===== config.mk =====
export PLATFORM = sky130hd
export DESIGN_NAME = pfe_ram
export DESIGN_NICKNAME = d
export VERILOG_FILES = /design/src/rtl/core/pfe_ram.sv
export SDC_FILE = /design/constraint.sdc
export NUM_CORES = 2
export LEC_CHECK = 0
export BUFFER_PORTS_ARGS = -buffer_cell sky130_fd_sc_hd__buf_2
export CAP_MARGIN = 15
export CORE_MARGIN = 2
export CORE_UTILIZATION = 35
export DETAILED_ROUTE_END_ITERATION = 8
export GPL_TIMING_DRIVEN = 0
export PLACE_DENSITY = 0.49
export SKIP_CTS_REPAIR_TIMING = 1
export SLEW_MARGIN = 30
export SYNTH_ARGS = -nofsm -noshare
export SYNTH_HDL_FRONTEND = slang
export SYNTH_SLANG_ARGS = --single-unit

===== constraint.sdc =====
create_clock -name clk -period 2.3 [get_ports clk]
set_input_delay 0.115 -clock clk [delete_from_list [all_inputs] [get_ports clk]]
set_output_delay 0.115 -clock clk [all_outputs]
set_load 0.05 [all_outputs]

===== src/rtl/core/pfe_ram.sv =====
`timescale 1ns / 1ps

module pfe_ram #(
  parameter int WIDTH = 8,
  parameter int DEPTH = 256,
  localparam int AW   = (DEPTH > 1) ? $clog2(DEPTH) : 1
) (
  input  logic             clk,
  input  logic             we,
  input  logic [AW-1:0]    waddr,
  input  logic [WIDTH-1:0] wdata,
  input  logic             re,
  input  logic [AW-1:0]    raddr,
  output logic [WIDTH-1:0] rdata
);

  logic [WIDTH-1:0] mem [DEPTH];

  // One write port, one registered read port
  always_ff @(posedge clk) begin
    if (we) begin
      mem[waddr] <= wdata;
    end
    if (re) begin
      rdata <= mem[raddr];
    end
  end

endmodule


==> reports/metrics.cfg <==
[routing]
avgViaCountPerCell = 5.69
wl_um = 263000
vias = 41200
drc = 0
drt-initial-drc-count = 5491
post_drt_wl_per_cell_um = 36.3
dr.pass1.iters = 7
drtAntennaViolNets = 0

[synth]
synth-seq-area-share_pct = 77.5
synth-seq-cells = 2056
synth_compound_area_share_pct = 3.42
synthXorXnorAreaFrac_pct = 0
synthMuxAreaShare_pct = 14.6
syn-cell-area_mm2 = 0.0796
ys.flop_type = edfxtp_1
synth_top_family_by_area = multiplexers
avgSynthCellArea_um2 = 21.3
yosysWarnings = 0
synth_nets = 3760
ys_types = 54
synth_cells = 3733
synthArstFlopShare_pct = 0
yosys.area_share.simple_pct = 2.63
synthAdderAreaFrac_pct = 0
synth_edf_count = 2056

[worst_hold_path]
hold-path-endpoint = mem[172][5]
whs_path_depth = 3
hold_class = input port to flip-flop
min_from = waddr[2]

[clock_network]
insertion_delay_ns = 0.85
cts_max_level = 4
clkTransAtPathRegs_ns = 0.06
cts_tree = yes
cts_root_buffer = clkbuf_16
numCtsBuffers = 212
cts.sinks = 2056
clockBufferDepth = 3

[status]
violations = setup timing
status = complete, but fails checks

[pwr]
p_per_area_mw_per_mm2 = 862
power_mw = 80.2
p_leak_nw = 28.5
vdd_drop_max_uv = 817

[floorplanning]
placementRows = 175
start_util_pct = 35.1
die_h_um = 481
io_pins = 35
fp.dieArea_mm2 = 0.231
core_area_mm2 = 0.227
die_w_um = 481

[sta]
max_slew_margin_pct = 21.3
max_freq_mhz = 338
finalCritPeriodShare_pct = 129
min_period_ns = 2.96
hold_violations = 0
final.setup.tns_ns = -8.90
holdWs_ns = 0.190
rsz0062_at_grt = yes
slew_viol_final = 0
tightest_slew_ns = 1.18
setup_viol = 132
skew_ns = 0.0288
setup_slack_ns = -0.658

[place]
dp_hpwl_um = 180000
portBuffers = 27
dp_worst_setup_slack_ns = -2.50
place.gp.congestion = 0.884

[finish]
nets = 4066
multiInputGateArea_mm2 = 0.0176
fill_cells = 20200
fin_util_pct = 41.1
seq_area_mm2 = 0.0617
drive_gt1_share_pct = 29.8
syn_to_final_growth_pct = 16.9

[critical_path]
path_cells = buf_2 -> buf_2 -> nand2b_1 -> clkbuf_1 -> a21oi_1 -> nor4_4 -> nor4_4
worstSetupPathType = input port to flip-flop
critical_path_required_ns = 2.84
slowest_stage = clkbuf_1
worstPathArrival_ns = 3.50
slowest_delay_ns = 0.82
crit_path_start_kind = input port
r2r_setup_slack_ns = -0.51
r2r_start = mem[83][3]
r2r-end = rdata[3]
cp-end-kind = flip-flop
reg2reg_depth = 6
path_max_fanout = 11

[grt]
antenna_found_initial = 23
grt_max_degree = 114
overflow = 0
track_usage_pct = 22.5
grt_pass1_wl_um = 352000
grt_pass1_vias = 40800

[flow_run]
max-cap-violations = 0

## metal layers
metal  wire, um  GRT usage (%)
met2     124000           35.5
met4       8680           7.45
met3      22500           4.81
met5          0              0
met1     108000           31.0
## cell usage in the layout, fill, tap and decap left out, types with 11 or more instances in the layout
| master | n |
|---|---|
| buf_16 | 42 |
| a21oi_1 | 86 |
| nand3_1 | 34 |
| clkinv_1 | 55 |
| nor2_1 | 120 |
| buf_12 | 11 |
| clkbuf_16 | 214 |
| a22oi_1 | 132 |
| clkinv_2 | 44 |
| nand2_1 | 33 |
| nor2_2 | 143 |
| bufinv_16 | 18 |
| mux4_2 | 454 |
| clkbuf_1 | 94 |
| buf_4 | 33 |
| buf_2 | 50 |
| diode_2 | 12 |
| buf_6 | 31 |
| buf_8 | 21 |
| clkbuf_4 | 15 |
| o22ai_1 | 27 |
| o221ai_1 | 46 |
| nor4_4 | 17 |
| nor2b_1 | 26 |
| a211oi_1 | 14 |
| nor2_4 | 19 |
| clkbuf_2 | 62 |
| mux2i_1 | 134 |
| edfxtp_1 | 2056 |
## where the power goes
part	switching (mW)	internal (mW)	leakage, nW
clock	14.8	19.1	3.31
sequential	0.0276	41.3	18.5
combinational	3.43	1.56	6.67
total	18.2	62.0	28.5
## logic make-up (layout without fill, tap and decap cells)
kind of cell,Yosys count,count (layout)
and+or+nand+nor,466,466
other,0,12
buffers and inverters,235,721
AOI/OAI and AO/OA,385,385
DFF,2056,2056
muxes,591,591
## metrics by stage
stage	instance area, um^2	cells
after floorplan	79600	3733
after global placement	83500	6769
after detailed placement	85100	6817
after CTS	91900	7211
after global routing	93100	7234
final	93100	7240
## synthesized netlist by cell type, drive strengths merged (4+ instances only)
cell | n | area [um^2]
o22a | 5 | 43.8
nand2 | 33 | 124
nor3 | 22 | 110
clkbuf | 111 | 417
o221ai | 47 | 418
a22oi | 133 | 998
nor2b | 31 | 194
o22ai | 28 | 175
a221oi | 14 | 129
mux4 | 456 | 10300
edfxtp | 2056 | 61700
a2111oi | 5 | 52.6
nor2 | 282 | 1060
nand2b | 8 | 50.1
a211oi | 16 | 120
nand4 | 10 | 62.6
mux2i | 134 | 1340
or2 | 4 | 25.0
o211ai | 10 | 75.1
o21ai | 12 | 60.1
nor4 | 27 | 188
nand3 | 34 | 170
a21oi | 96 | 480
and2 | 6 | 37.5
o32ai | 5 | 51.3
buf | 122 | 1030
a22o | 8 | 70.1
## flip-flops by register name, summed over array words and instances (netlist names)
name	count
mem	2048
rdata	8
## cell type report
class                           count  area share [%]
Timing Repair Buffer               93            1.74
Tap cell                         3009            4.04
Antenna cell                       12          0.0322
Buffer                            232            1.75
Clock buffer                      263            5.95
Clock inverter                    131            1.30
Sequential cell                  2056            66.3
Inverter                            2          0.0121
Multi-Input combinational cell   1442            18.9
## worst max-delay path: cells and delay by family
family	cells	cell delay, ns
compound gates	1	0.27
simple gates	3	1.14
buf+inv	3	1.89
## worst max path at each step
stage	startpoint	depth (start not counted)	to	slack (ns)
5_1_grt	mem[80][3]	6	rdata[3]	-0.56
4_1_cts	raddr[1]	9	rdata[5]	-1.59
6_report	raddr[5]	7	rdata[2]	-0.66
3_3_place_gp	raddr[1]	9	rdata[5]	-3.41
2_1_floorplan	raddr[0]	9	rdata[2]	0.11
3_5_place_dp	raddr[1]	9	rdata[5]	-2.50
Power figures use the tool's default switching activity.
