<file path="config.mk">
export PLATFORM = sky130hd
export DESIGN_NAME = pfe_div
export DESIGN_NICKNAME = d
export VERILOG_FILES = /design/src/rtl/core/pfe_pkg.sv /design/src/rtl/core/pfe_div.sv
export SDC_FILE = /design/constraint.sdc
export NUM_CORES = 1
export LEC_CHECK = 0
export ABC_AREA = 0
export BUFFER_PORTS_ARGS = -buffer_cell sky130_fd_sc_hd__buf_4
export CORE_UTILIZATION = 25
export CTS_BUF_LIST = sky130_fd_sc_hd__clkbuf_2
export CTS_CLUSTER_DIAMETER = 50
export CTS_CLUSTER_SIZE = 24
export DETAILED_ROUTE_END_ITERATION = 16
export PLACE_DENSITY = 0.51
export SETUP_SLACK_MARGIN = 0.5
export SLEW_MARGIN = 20
export SYNTH_ARGS = -nofsm -noshare
export SYNTH_HDL_FRONTEND = slang
export SYNTH_SLANG_ARGS = --single-unit
export TNS_END_PERCENT = 30
</file>
<file path="constraint.sdc">
create_clock -name clk -period 2.48 [get_ports clk]
set_clock_uncertainty 0.1 [all_clocks]
set_input_delay 0.248 -clock clk [delete_from_list [all_inputs] [get_ports clk]]
set_output_delay 0.248 -clock clk [all_outputs]
set_load 0.02 [all_outputs]
</file>
<file path="src/rtl/core/pfe_pkg.sv">
`timescale 1ns / 1ps

package pfe_pkg;

  // Palette size default
  localparam int DEF_PALETTE_ENTRIES = 256;

  // Field widths
  localparam int IDX_W   = 8;
  localparam int COLOR_W = 15;
  localparam int FRAME_W = 12;
  localparam int CH_W    = 5;
  localparam int FRAC_W  = 8;
  localparam int NUM_CH  = 3;

  // 5.8 level and signed step per channel
  localparam int LEVEL_W = CH_W + FRAC_W;   // 13
  localparam int QUOT_W  = CH_W + FRAC_W;   // 13
  localparam int STEP_W  = QUOT_W + 1;      // 14
  localparam int SUM_W   = STEP_W + 1;      // 15

  localparam int GREEN_POS = 5;
  localparam int BLUE_POS  = 10;

  localparam logic [LEVEL_W-1:0] LEVEL_MAX = {LEVEL_W{1'b1}};

  // Configuration
  localparam int CFG_IDX_W = 1;
  localparam logic [CFG_IDX_W-1:0] REG_FADE_DIRECTION = 1'b0;
  localparam logic [CFG_IDX_W-1:0] REG_FRAME_COUNT    = 1'b1;
  localparam logic [FRAME_W-1:0]   FRAME_COUNT_RESET  = 12'd16;

  // Actions
  localparam logic ACT_LOAD    = 1'b0;
  localparam logic ACT_ADVANCE = 1'b1;

  // Divider status back to the sequencer
  typedef struct packed {
    logic busy;
    logic done;
  } pfe_div_stat_t;

  // Pick one 5-bit channel out of an RGB555 word
  function automatic logic [CH_W-1:0] chan_of(input logic [COLOR_W-1:0] color,
                                              input logic [1:0] sel);
    logic [CH_W-1:0] ch;
    unique case (sel)
      2'd1:    ch = color[GREEN_POS +: CH_W];
      2'd2:    ch = color[BLUE_POS +: CH_W];
      default: ch = color[0 +: CH_W];
    endcase
    return ch;
  endfunction

endpackage

</file>
<file path="src/rtl/core/pfe_div.sv">
`timescale 1ns / 1ps

module pfe_div
  import pfe_pkg::*;
(
  input  logic               clk,
  input  logic               rst,
  input  logic               start,
  input  logic [QUOT_W-1:0]  dividend,
  input  logic [FRAME_W-1:0] divisor,
  output logic [QUOT_W-1:0]  quotient,
  output pfe_div_stat_t      stat
);

  localparam int CNT_W = $clog2(QUOT_W + 1);

  logic [CNT_W-1:0]   cnt;
  logic [FRAME_W-1:0] rem;
  logic [FRAME_W-1:0] dvs;
  logic [QUOT_W-1:0]  quot;
  logic               done;

  logic [FRAME_W:0]   rem_sh;
  logic [FRAME_W+1:0] diff;

  // Restoring step: shift in next dividend bit, trial subtract
  always_comb begin
    rem_sh = {rem, quot[QUOT_W-1]};
    diff   = {1'b0, rem_sh} - {2'b00, dvs};
  end

  always_ff @(posedge clk) begin
    if (rst) begin
      cnt  <= '0;
      done <= 1'b0;
    end else begin
      done <= 1'b0;
      if (start) begin
        cnt <= CNT_W'(QUOT_W);
      end else if (cnt != '0) begin
        cnt <= cnt - CNT_W'(1);
        if (cnt == CNT_W'(1)) begin
          done <= 1'b1;
        end
      end
    end
  end

  // Datapath: quotient register starts as the dividend, bits shift out
  always_ff @(posedge clk) begin
    if (start) begin
      quot <= dividend;
      rem  <= '0;
      dvs  <= divisor;
    end else if (cnt != '0) begin
      if (!diff[FRAME_W+1]) begin
        rem <= diff[FRAME_W-1:0];
      end else begin
        rem <= rem_sh[FRAME_W-1:0];
      end
      quot <= {quot[QUOT_W-2:0], ~diff[FRAME_W+1]};
    end
  end

  assign quotient  = quot;
  assign stat.busy = (cnt != '0);
  assign stat.done = done;

endmodule

</file>
==> results by group, run 1 <==
Worst setup path
  • Setup CP Type: register to register
  • CP Capture Type: register
  • Worst Reg-to-Reg Cells: 8
  • CP max stage cell: or4_4
  • FF-to-FF setup slack: 0.22 ns
  • Buf+Inv Stages, Crit Path: 2
  • Critical path, cell by cell: inv_2 -> ha_4 -> a21o_1 -> or4_4 -> o21ai_4 -> buf_6 -> nand2_1 -> a311oi_2
  • Worst r2r src: dvs[10]$_DFFE_PP_
  • Top cell family by delay on the critical path: compound AO/OA/AOI/OAI gates
  • CP Max Fanout: 7
  • Critical Path Max Stage Delay: 0.52 ns
  • CP Data Required Time: 2.72 ns
  • Worst EP arrival: 2.50 ns
  • R2r endpoint: rem[6]$_SDFFE_PP0N_
  • Crit start category: register

Logic synthesis
  • Most frequent cells after synthesis: 25 x edfxtp_1, 21 x inv_1, 17 x dfxtp_1, 17 x nor2_1, 15 x mux2_2
  • Top cells by area, synth: edfxtp_1 32%, dfxtp_1 14%, ha_1 7.4%, mux2_2 7.2%, inv_1 3.3%
  • Area leader, netlist: edfxtp_1
  • Main synth FF type: edfxtp_1
  • Synth unique cells: 48
  • Avg Cell Area, Syn: 10.81 um^2
  • Mapped Area: 2356 um^2
  • Register area share after synthesis: 46.31%
  • Synth Register Bits: 42
  • Post-synth EDFFs: 25
  • Async SR Flop Fraction: 0%
  • Count leader, synth: edfxtp_1
  • Syn Nets: 261
  • Top-area cell type share of the netlist area: 31.86%
  • Ys Warns: 0
  • Post-synthesis cell count: 218

Worst hold path
  • Min-delay src: dividend[11]
  • HP Class: primary input to register
  • Hold-critical path endpoint: quotient[11]$_DFFE_PP_
  • Hold Crit Depth: 2

Clock tree
  • H-tree depth: 2
  • Clock Latency Late Sink: 0.41 ns
  • CTS sink cnt: 42
  • CTS Buf Count: 5
  • Max Root-Sink Buffers: 2
  • Clk pin slew, worst setup/hold paths: 0.23 ns
  • Root Buffer: clkbuf_2
  • CTS tree: yes

Die
  • # rows: 35
  • Die ar.: 9816 um^2
  • Initial core utilization: 25.62%
  • Die width: 99.08 um
  • Top Ports: 43
  • Core Area: 9196 um^2
  • Die H: 99.08 um

Job
  • Max Cap Viol: 0

Finish
  • FF/Latch Area: 1096 um^2
  • Post-Layout Cell Count: 405
  • Multi-input gate area: 1323 um^2
  • Layout cell share with drive strength beyond 1: 40.14%
  • Nets: 336
  • # diodes: 0
  • Layout area overhead: 41.64%
  • # fillers: 932

Route
  • Final wirelength: 5420 um
  • Drt pass-1 iters: 4
  • WL/cell: 13.38 um
  • Antenna viol nets, final: 0
  • Via density per instance: 4.694
  • Drt drc: 0
  • Vias after detailed routing: 1,901
  • Starting DRT DRC Count: 85

Global routing
  • Global-route wire length before repair: 8804 um
  • Vias in the first global route: 1,834
  • Largest net degree at the start of global routing: 41
  • Initial antenna violation count: 0
  • GR Util All Layers: 11.41%
  • Overflow after GRT: 0

Outcome
  • Status: complete, no violations

Power and ir drop
  • Cell leakage power: 1.372 nW
  • Power Density: 748.0 nW/um^2
  • VDD IR max: 0.0003137 V

STA
  • Maximum clock rate: 0.4427 GHz
  • Final Slew Violations: 0
  • Worst-Margin Slew: 0.5374 ns
  • Max_slew headroom: 64.18%
  • Final worst setup slack: 0.2212 ns
  • Fin Hold WS: 0.02364 ns
  • Period utilization: 91.08%
  • RSZ-0062 raised after global routing: yes
  • Setup TNS: 0 ns
  • Final hold vios: 0
  • Final period demand of the worst path: 2.259 ns
  • Final Setup Violations: 0

Place
  • Final GP Congestion: 0.7501
  • Detailed Place HPWL: 3579 um
  • Placed cell count: 368
  • DP Worst Slack: 0.1600 ns
  • Port buffer count: 42
[registers in the layout (all words and copies together) (netlist names)]
name and cells:
dvs 12, quotient 13, done 1, rem 12, cnt 4
[logic make-up after synthesis]
| family | Yosys count | synth area share, % |
|---|---|---|
| and+or+nand+nor | 54 | 11.84 |
| AOI/OAI and AO/OA | 52 | 16.83 |
| DFF | 42 | 46.31 |
| buffers and inverters | 29 | 5.258 |
| muxes | 19 | 8.869 |
| adders and majority gates | 15 | 8.285 |
| xor gates and xnor gates | 7 | 2.602 |
[power by group]
part           switching [mW]  internal [mW]
logic                   0.574          0.568
clock network           0.235          0.172
registers              0.0846          0.862
[metrics by stage]
stage | power, mW | util [%] | cell area [um^2]
2_1_floorplan | 1.668 | - | 2415
6_report | 2.496 | 36.29 | 3337
4_1_cts | 2.452 | 34.98 | 3217
3_5_place_dp | 1.921 | 31.21 | 2870
5_1_grt | 2.663 | 36.29 | 3337
3_3_place_gp | 1.909 | 31.21 | 2870
[how the worst max path moves through the flow]
stage / start / depth (start not counted) / endpoint
final: dvs[10]$_DFFE_PP_ / 8 / rem[6]$_SDFFE_PP0N_
after CTS: dvs[1]$_DFFE_PP_ / 8 / rem[1]$_SDFFE_PP0N_
after global placement: dvs[7]$_DFFE_PP_ / 7 / quotient[0]$_DFFE_PP_
after floorplan: dvs[10]$_DFFE_PP_ / 7 / quotient[0]$_DFFE_PP_
after global routing: dvs[1]$_DFFE_PP_ / 8 / rem[1]$_SDFFE_PP0N_
after detailed placement: dvs[1]$_DFFE_PP_ / 8 / rem[4]$_SDFFE_PP0N_
[layout make-up]
| cell class | count | area share (%) |
|---|---|---|
| flip-flops and latches | 42 | 32.85 |
| clock buffers | 6 | 0.8999 |
| inverters | 21 | 2.362 |
| well taps | 111 | 4.162 |
| multi-input cells | 147 | 39.63 |
| clock inverters | 2 | 1.012 |
| repair buffers | 76 | 19.09 |
[cell usage in the layout (no fill, tap or decap), drive strengths merged, types with 3 or more instances in the layout]
| cell | instances |
|---|---|
| dlygate4sd3 | 20 |
| mux2i | 4 |
| dfxtp | 17 |
| inv | 21 |
| a31oi | 4 |
| nor2 | 17 |
| clkbuf | 6 |
| a21oi | 16 |
| a311oi | 5 |
| mux2 | 15 |
| a21o | 5 |
| xnor2 | 5 |
| ha | 14 |
| buf | 56 |
| nand3 | 3 |
| or3 | 3 |
| nor3 | 5 |
| edfxtp | 25 |
| o21ai | 8 |
| nand2 | 14 |
| a211oi | 3 |
[routing by layer]
metal / wire length, um / track usage [%]
met3: 119 / 2.057
met1: 2465 / 14.36
met4: 78 / 4.412
met5: 0 / 0
met2: 2757 / 19.42
[what timing repair did]
action / in CTS / in global routing
setup endpoints to repair: 14 / 14
pin swaps: 3 / 6
hold buffers: 16 / 4
resized for setup: 17 / 7
endpoints found under the hold margin: 19 / 4
setup buffers: 6 / 3
cloned: 0 / 0
Power figures use the tool's default switching activity.
==> run 2, diff against run 1 <==
==> constraint.sdc (replaced) <==
create_clock -name clk -period 2.7 [get_ports clk]
set_clock_uncertainty 0.1 [all_clocks]
set_input_delay 0.27 -clock clk [delete_from_list [all_inputs] [get_ports clk]]
set_output_delay 0.27 -clock clk [all_outputs]
set_load 0.02 [all_outputs]
==> results by group, run 2 (same netlist as run 1, synthesis figures left out) <==
Finish
  • Layout cell share with drive strength beyond 1: 45.18% (was 40.14%)
  • # diodes: 0 (unchanged)
  • Multi-input gate area: 1344 um^2 (was 1323 um^2)
  • Nets: 343 (was 336)
  • Post-route cell area: 3433 um^2 (was 3337 um^2)
  • FF/Latch Area: 1097 um^2 (was 1096 um^2)
  • Commonest non-fill, non-tap cell in the layout: buf_4 (unchanged)
  • Most frequent cells in the layout: 60 x buf_4, 25 x edfxtp_1, 19 x dlygate4sd3_1 (was 54 x buf_4, 25 x edfxtp_1, 20 x dlygate4sd3_1)
  • # fillers: 924 (was 932)
  • Layout area overhead: 45.72% (was 41.64%)
  • Max reg flops: 13 (unchanged)

Clock tree
  • CTS Buf Count: 5 (unchanged)
  • Clock Latency Late Sink: 0.41 ns (about the same)
  • Clk pin slew, worst setup/hold paths: 0.22 ns (was 0.23 ns)
  • CTS tree: yes (unchanged)
  • CTS sink cnt: 42 (unchanged)
  • H-tree depth: 2 (unchanged)
  • Max Root-Sink Buffers: 2 (unchanged)
  • Root Buffer: clkbuf_2 (unchanged)

STA
  • Setup TNS: 0 ns (unchanged)
  • RSZ-0062 raised after global routing: yes (unchanged)
  • Worst-Margin Slew: 0.5353 ns (was 0.5374 ns)
  • Final Slew Violations: 0 (unchanged)
  • Fin Hold WS: 0.05613 ns (was 0.02364 ns)
  • Final Setup Violations: 0 (unchanged)
  • Maximum clock rate: 0.4329 GHz (was 0.4427 GHz)
  • Final worst setup slack: 0.3901 ns (was 0.2212 ns)
  • Final hold vios: 0 (unchanged)
  • Period utilization: 85.55% (was 91.08%)
  • Max_slew headroom: 64.31% (was 64.18%)
  • Final period demand of the worst path: 2.310 ns (was 2.259 ns)

Route
  • WL/cell: 13.58 um (was 13.38 um)
  • Vias after detailed routing: 1,953 (was 1,901)
  • Antenna viol nets, final: 0 (unchanged)
  • Drt drc: 0 (unchanged)
  • Final wirelength: 5597 um (was 5420 um)
  • Starting DRT DRC Count: 105 (was 85)
  • Drt pass-1 iters: 4 (unchanged)
  • Via density per instance: 4.740 (was 4.694)

Worst setup path
  • Crit start category: register (unchanged)
  • Top cell family by delay on the critical path: compound AO/OA/AOI/OAI gates (unchanged)
  • CP max stage cell: or4_4 (unchanged)
  • Setup CP Type: register to register (unchanged)
  • CP Max Fanout: 6 (was 7)
  • Critical path, cell by cell: inv_2 -> ha_4 -> a21oi_2 -> o21ai_4 -> or4_4 -> o21a_4 -> mux2_2 (was inv_2 -> ha_4 -> a21o_1 -> or4_4 -> o21ai_4 -> buf_6 -> nand2_1 -> a311oi_2)
  • Worst EP arrival: 2.40 ns (was 2.50 ns)
  • CP Data Required Time: 2.79 ns (was 2.72 ns)
  • CP Capture Type: register (unchanged)
  • Buf+Inv Stages, Crit Path: 1 (was 2)
  • Critical Path Max Stage Delay: 0.47 ns (was 0.52 ns)

Global routing
  • Met3 Use GR: 2.624% (was 2.057%)
  • Overflow after GRT: 0 (unchanged)
  • Vias in the first global route: 1,796 (was 1,834)
  • Largest net degree at the start of global routing: 41 (unchanged)
  • Routing usage on met1: 13.91% (was 14.36%)
  • Global-route wire length before repair: 8424 um (was 8804 um)
  • Met2 GRT Util: 18.34% (was 19.42%)
  • Global routing's busiest layer: met2 (unchanged)
  • GR Util All Layers: 11.00% (was 11.41%)
  • Initial antenna violation count: 0 (unchanged)

Outcome
  • Status: complete, no violations (unchanged)

Job
  • Max Cap Viol: 0 (unchanged)

Die
  • Die H: 99.08 um (unchanged)
  • Top Ports: 43 (unchanged)
  • Initial core utilization: 25.62% (unchanged)
  • Die ar.: 9816 um^2 (unchanged)
  • Die width: 99.08 um (unchanged)
  • Core Area: 9196 um^2 (unchanged)
  • # rows: 35 (unchanged)

Power and ir drop
  • Cell leakage power: 1.411 nW (was 1.372 nW)
  • Power Density: 692.9 nW/um^2 (was 748.0 nW/um^2)
  • VDD IR max: 0.0002934 V (was 0.0003137 V)
  • Pwr Total: 2.379 mW (was 2.496 mW)

Place
  • DP Worst Slack: 0.2044 ns (was 0.1600 ns)
  • Detailed Place HPWL: 3538 um (was 3579 um)
  • Port buffer count: 42 (unchanged)
  • Area after DPL: 2843 um^2 (was 2870 um^2)
  • Final GP Congestion: 0.7139 (was 0.7501)

Worst hold path
  • HP Class: primary input to register (unchanged)
## run 2: cell types whose count changed in the layout (fill, tap and decap cells not counted), moves of 2 or more
cell	previous run	this run
buf_4	54	60
dfxtp_2	1	5
inv_1	18	14
inv_2	3	7
dfxtp_1	15	12
a21oi_2	3	5
ha_1	8	6
## run 2: per-stage QoR
| step | std cells | util [%] |
|---|---|---|
| after floorplan | 218 | - |
| after global routing | 412 | 37.33 |
| after global placement | 366 | 30.91 |
| after CTS | 394 | 34.19 |
| final | 412 | 37.33 |
| after detailed placement | 366 | 30.91 |
## run 2: area by class of cell
| type | count | share of cell area, % |
|---|---|---|
| clock buffers | 5 | 0.7289 |
| inverters | 21 | 2.296 |
| well taps | 111 | 4.045 |
| flip-flops and latches | 42 | 31.96 |
| multi-input cells | 148 | 39.14 |
| repair buffers | 82 | 20.55 |
| clock inverters | 3 | 1.276 |
## run 2: layer usage
layer / vias up / part of all wire, %
met5: - / 0
met4: 0 / 1.4
met3: 5 / 3.1
met2: 42 / 50
met1: 941 / 46
li1: 965 / -
## run 2: path summary, 6_finish.rpt
check | to | depth (start not counted) | from | slack [ns]
setup / recovery | quotient[0]$_DFFE_PP_ | 7 | dvs[6]$_DFFE_PP_ | 0.39
hold / removal | quotient[1]$_DFFE_PP_ | 2 | dividend[1] | 0.06
setup reg to reg | quotient[0]$_DFFE_PP_ | 7 | dvs[6]$_DFFE_PP_ | 0.39
hold reg to reg | rem[1]$_SDFFE_PP0N_ | 2 | rem[0]$_SDFFE_PP0N_ | 0.42
## run 2: where the power goes
part | internal, mW | total, mW | switching, mW
logic | 0.568 | 1.12 | 0.556
clock network | 0.159 | 0.382 | 0.223
registers | 0.792 | 0.873 | 0.0812
## run 2: timing repair
item | CTS | global route
setup buffers | 6 | 11
setup endpoints to repair | 13 | 14
hold buffers | 13 | 6
gates cloned | 1 | 1
resized for setup | 10 | 26
hold endpoints to repair | 16 | 6
pin swaps | 6 | 10
==> run 3, diff against run 2 <==
--- a/config.mk
+++ b/config.mk
@@ -8,10 +8,10 @@
 export ABC_AREA = 0
 export BUFFER_PORTS_ARGS = -buffer_cell sky130_fd_sc_hd__buf_4
 export CORE_UTILIZATION = 25
-export CTS_BUF_LIST = sky130_fd_sc_hd__clkbuf_2
 export CTS_CLUSTER_DIAMETER = 50
 export CTS_CLUSTER_SIZE = 24
 export DETAILED_ROUTE_END_ITERATION = 16
+export GPL_TIMING_DRIVEN = 0
 export PLACE_DENSITY = 0.51
 export SETUP_SLACK_MARGIN = 0.5
 export SLEW_MARGIN = 20
==> results by group, run 3 (same netlist as run 1, synthesis figures left out) <==
Clock tree
  • Post-CTS Hold Fix Bufs: 0 (was 13)
  • CTS Buf Count: 5 (unchanged)
  • Clock Latency Late Sink: 0.30 ns (was 0.41 ns)
  • CTS tree: yes (unchanged)
  • CTS sink cnt: 42 (unchanged)
  • Clk pin slew, worst setup/hold paths: 0.09 ns (was 0.22 ns)
  • Max Root-Sink Buffers: 2 (unchanged)
  • H-tree depth: 2 (unchanged)
  • Root Buffer: clkbuf_8 (was clkbuf_2)

Die
  • # rows: 35 (unchanged)
  • Die width: 99.08 um (unchanged)
  • Top Ports: 43 (unchanged)
  • Die ar.: 9816 um^2 (unchanged)
  • Die H: 99.08 um (unchanged)
  • Core Area: 9196 um^2 (unchanged)
  • Initial core utilization: 25.62% (unchanged)

Finish
  • Most frequent cells in the layout: 52 x buf_4, 25 x edfxtp_1, 18 x inv_1 (was 60 x buf_4, 25 x edfxtp_1, 19 x dlygate4sd3_1)
  • Layout area overhead: 33.24% (was 45.72%)
  • # diodes: 0 (unchanged)
  • Nets: 320 (was 343)
  • Commonest non-fill, non-tap cell in the layout: buf_4 (unchanged)
  • Post-Layout Cell Count: 389 (was 412)
  • Max reg flops: 13 (unchanged)
  • Layout cell share with drive strength beyond 1: 42.81% (was 45.18%)

Global routing
  • GR Util All Layers: 11.08% (was 11.00%)
  • Overflow after GRT: 0 (unchanged)
  • Largest net degree at the start of global routing: 14 (was 41)
  • Global-route wire length before repair: 8535 um (was 8424 um)
  • Initial antenna violation count: 0 (unchanged)
  • Vias in the first global route: 1,765 (was 1,796)

Worst setup path
  • Critical path, cell by cell: inv_2 -> ha_4 -> a21o_1 -> or4_4 -> o21a_1 -> buf_6 -> mux2_2 (was inv_2 -> ha_4 -> a21oi_2 -> o21ai_4 -> or4_4 -> o21a_4 -> mux2_2)
  • Setup CP Type: register to register (unchanged)
  • CP Capture Type: register (unchanged)
  • Critical Path Max Stage Delay: 0.52 ns (was 0.47 ns)
  • Buf+Inv Stages, Crit Path: 2 (was 1)
  • Crit start category: register (unchanged)
  • CP Data Required Time: 2.66 ns (was 2.79 ns)
  • CP max stage cell: or4_4 (unchanged)
  • Top cell family by delay on the critical path: simple AND/OR/NAND/NOR gates (was compound AO/OA/AOI/OAI gates)
  • Worst EP arrival: 2.28 ns (was 2.40 ns)
  • CP Max Fanout: 8 (was 6)

Power and ir drop
  • Power Density: 736.8 nW/um^2 (was 692.9 nW/um^2)
  • VDD IR max: 0.0002397 V (was 0.0002934 V)
  • Psw: 821.6 uW (was 860.5 uW)
  • Switching share of power: 35.52% (was 36.17%)
  • Cell leakage power: 1.301 nW (was 1.411 nW)
  • Gate power share: 44.8% (was 47.2%)
  • Sequential power share: 37.7% (was 36.7%)
  • Clock network power share: 17.5% (was 16.1%)
  • Cell Int Power: 1.491 mW (was 1.518 mW)

Route
  • Final wirelength: 5206 um (was 5597 um)
  • Starting DRT DRC Count: 70 (was 105)
  • Antenna viol nets, final: 0 (unchanged)
  • Vias after detailed routing: 1,811 (was 1,953)
  • Drt pass-1 iters: 4 (unchanged)
  • WL/cell: 13.38 um (was 13.58 um)
  • Via density per instance: 4.656 (was 4.740)
  • Drt drc: 0 (unchanged)

Place
  • Port buffer count: 42 (unchanged)
  • Placed cell count: 371 (was 366)
  • Final GP Congestion: 0.7122 (was 0.7139)
  • Detailed Place HPWL: 3671 um (was 3538 um)

STA
  • Final hold vios: 0 (unchanged)
  • Maximum clock rate: 0.4316 GHz (was 0.4329 GHz)
  • Period utilization: 85.81% (was 85.55%)
  • Setup TNS: 0 ns (unchanged)
  • Max_slew headroom: 53.19% (was 64.31%)
  • RSZ-0062 raised after global routing: yes (unchanged)
  • Final Setup Violations: 0 (unchanged)
  • Final Slew Violations: 0 (unchanged)
  • Worst-Margin Slew: 0.7021 ns (was 0.5353 ns)
  • Final period demand of the worst path: 2.317 ns (was 2.310 ns)

Job
  • Max Cap Viol: 0 (unchanged)

Worst hold path
  • HP Class: primary input to register (unchanged)

Outcome
  • Status: complete, no violations (unchanged)
run 3: changes by cell type in the layout (fill, tap and decap cells not counted), sizes merged:
cell	delta
o21ai	-1
buf	-7
inv	-1
bufinv	-1
clkinv	+1
dlygate4sd3	-19
clkbuf	+5
run 3: final timing paths:
check / startpoint / endpoint / slack, ns / depth (start not counted)
min reg2reg: rem[8]$_SDFFE_PP0N_ / rem[9]$_SDFFE_PP0N_ / 0.40 / 2
min: divisor[0] / dvs[0]$_DFFE_PP_ / 0.04 / 1
max reg2reg: dvs[10]$_DFFE_PP_ / quotient[0]$_DFFE_PP_ / 0.38 / 7
max: dvs[10]$_DFFE_PP_ / quotient[0]$_DFFE_PP_ / 0.38 / 7
run 3: through the flow:
stage	setup slack, ns	hold slack [ns]	utilization (%)	cell area, um^2	power (mW)
finish	0.3832	0.04041	34.14	3139	2.313
global route	0.2809	0.02032	34.14	3139	2.468
CTS	0.4081	0.03326	33.47	3078	2.275
detailed placement	0.2594	0.3494	31.20	2869	1.762
global placement	0.2863	0.3479	31.20	2869	1.755
floorplan	0.4970	0.2391	-	2415	1.531
run 3: final cells by class:
type | instances | area [um^2]
Fill cell | 952 | 6057
Multi-Input combinational cell | 147 | 1280
Sequential cell | 42 | 1095
Timing Repair Buffer | 52 | 410.4
Tap cell | 111 | 138.9
Inverter | 21 | 78.83
Clock buffer | 6 | 72.57
Buffer | 8 | 53.80
Clock inverter | 2 | 10.01
run 3: routing by layer:
metal,up-vias,track usage (%),share of wire (%)
met2,25,17.91,48
met5,-,0,0
met3,7,2.199,2.7
met4,0,3.959,1.4
met1,861,14.73,48
li1,918,-,-
run 3: repair_timing:
action / 4_1_cts / 5_1_grt
cloned: 1 / 0
resized for setup: 11 / 11
setup endpoints to repair: 27 / 14
setup buffers: 8 / 1
pin swaps: 4 / 4
run 3: power groups by stage:
stage / Combinational [mW] / Clock, mW / Sequential (mW)
final: 1.04 / 0.406 / 0.872
after global routing: 1.14 / 0.443 / 0.886
after CTS: 0.984 / 0.422 / 0.869
after detailed placement: 0.880 / 0 / 0.882
after global placement: 0.875 / 0 / 0.880
after floorplan: 0.624 / 0 / 0.906
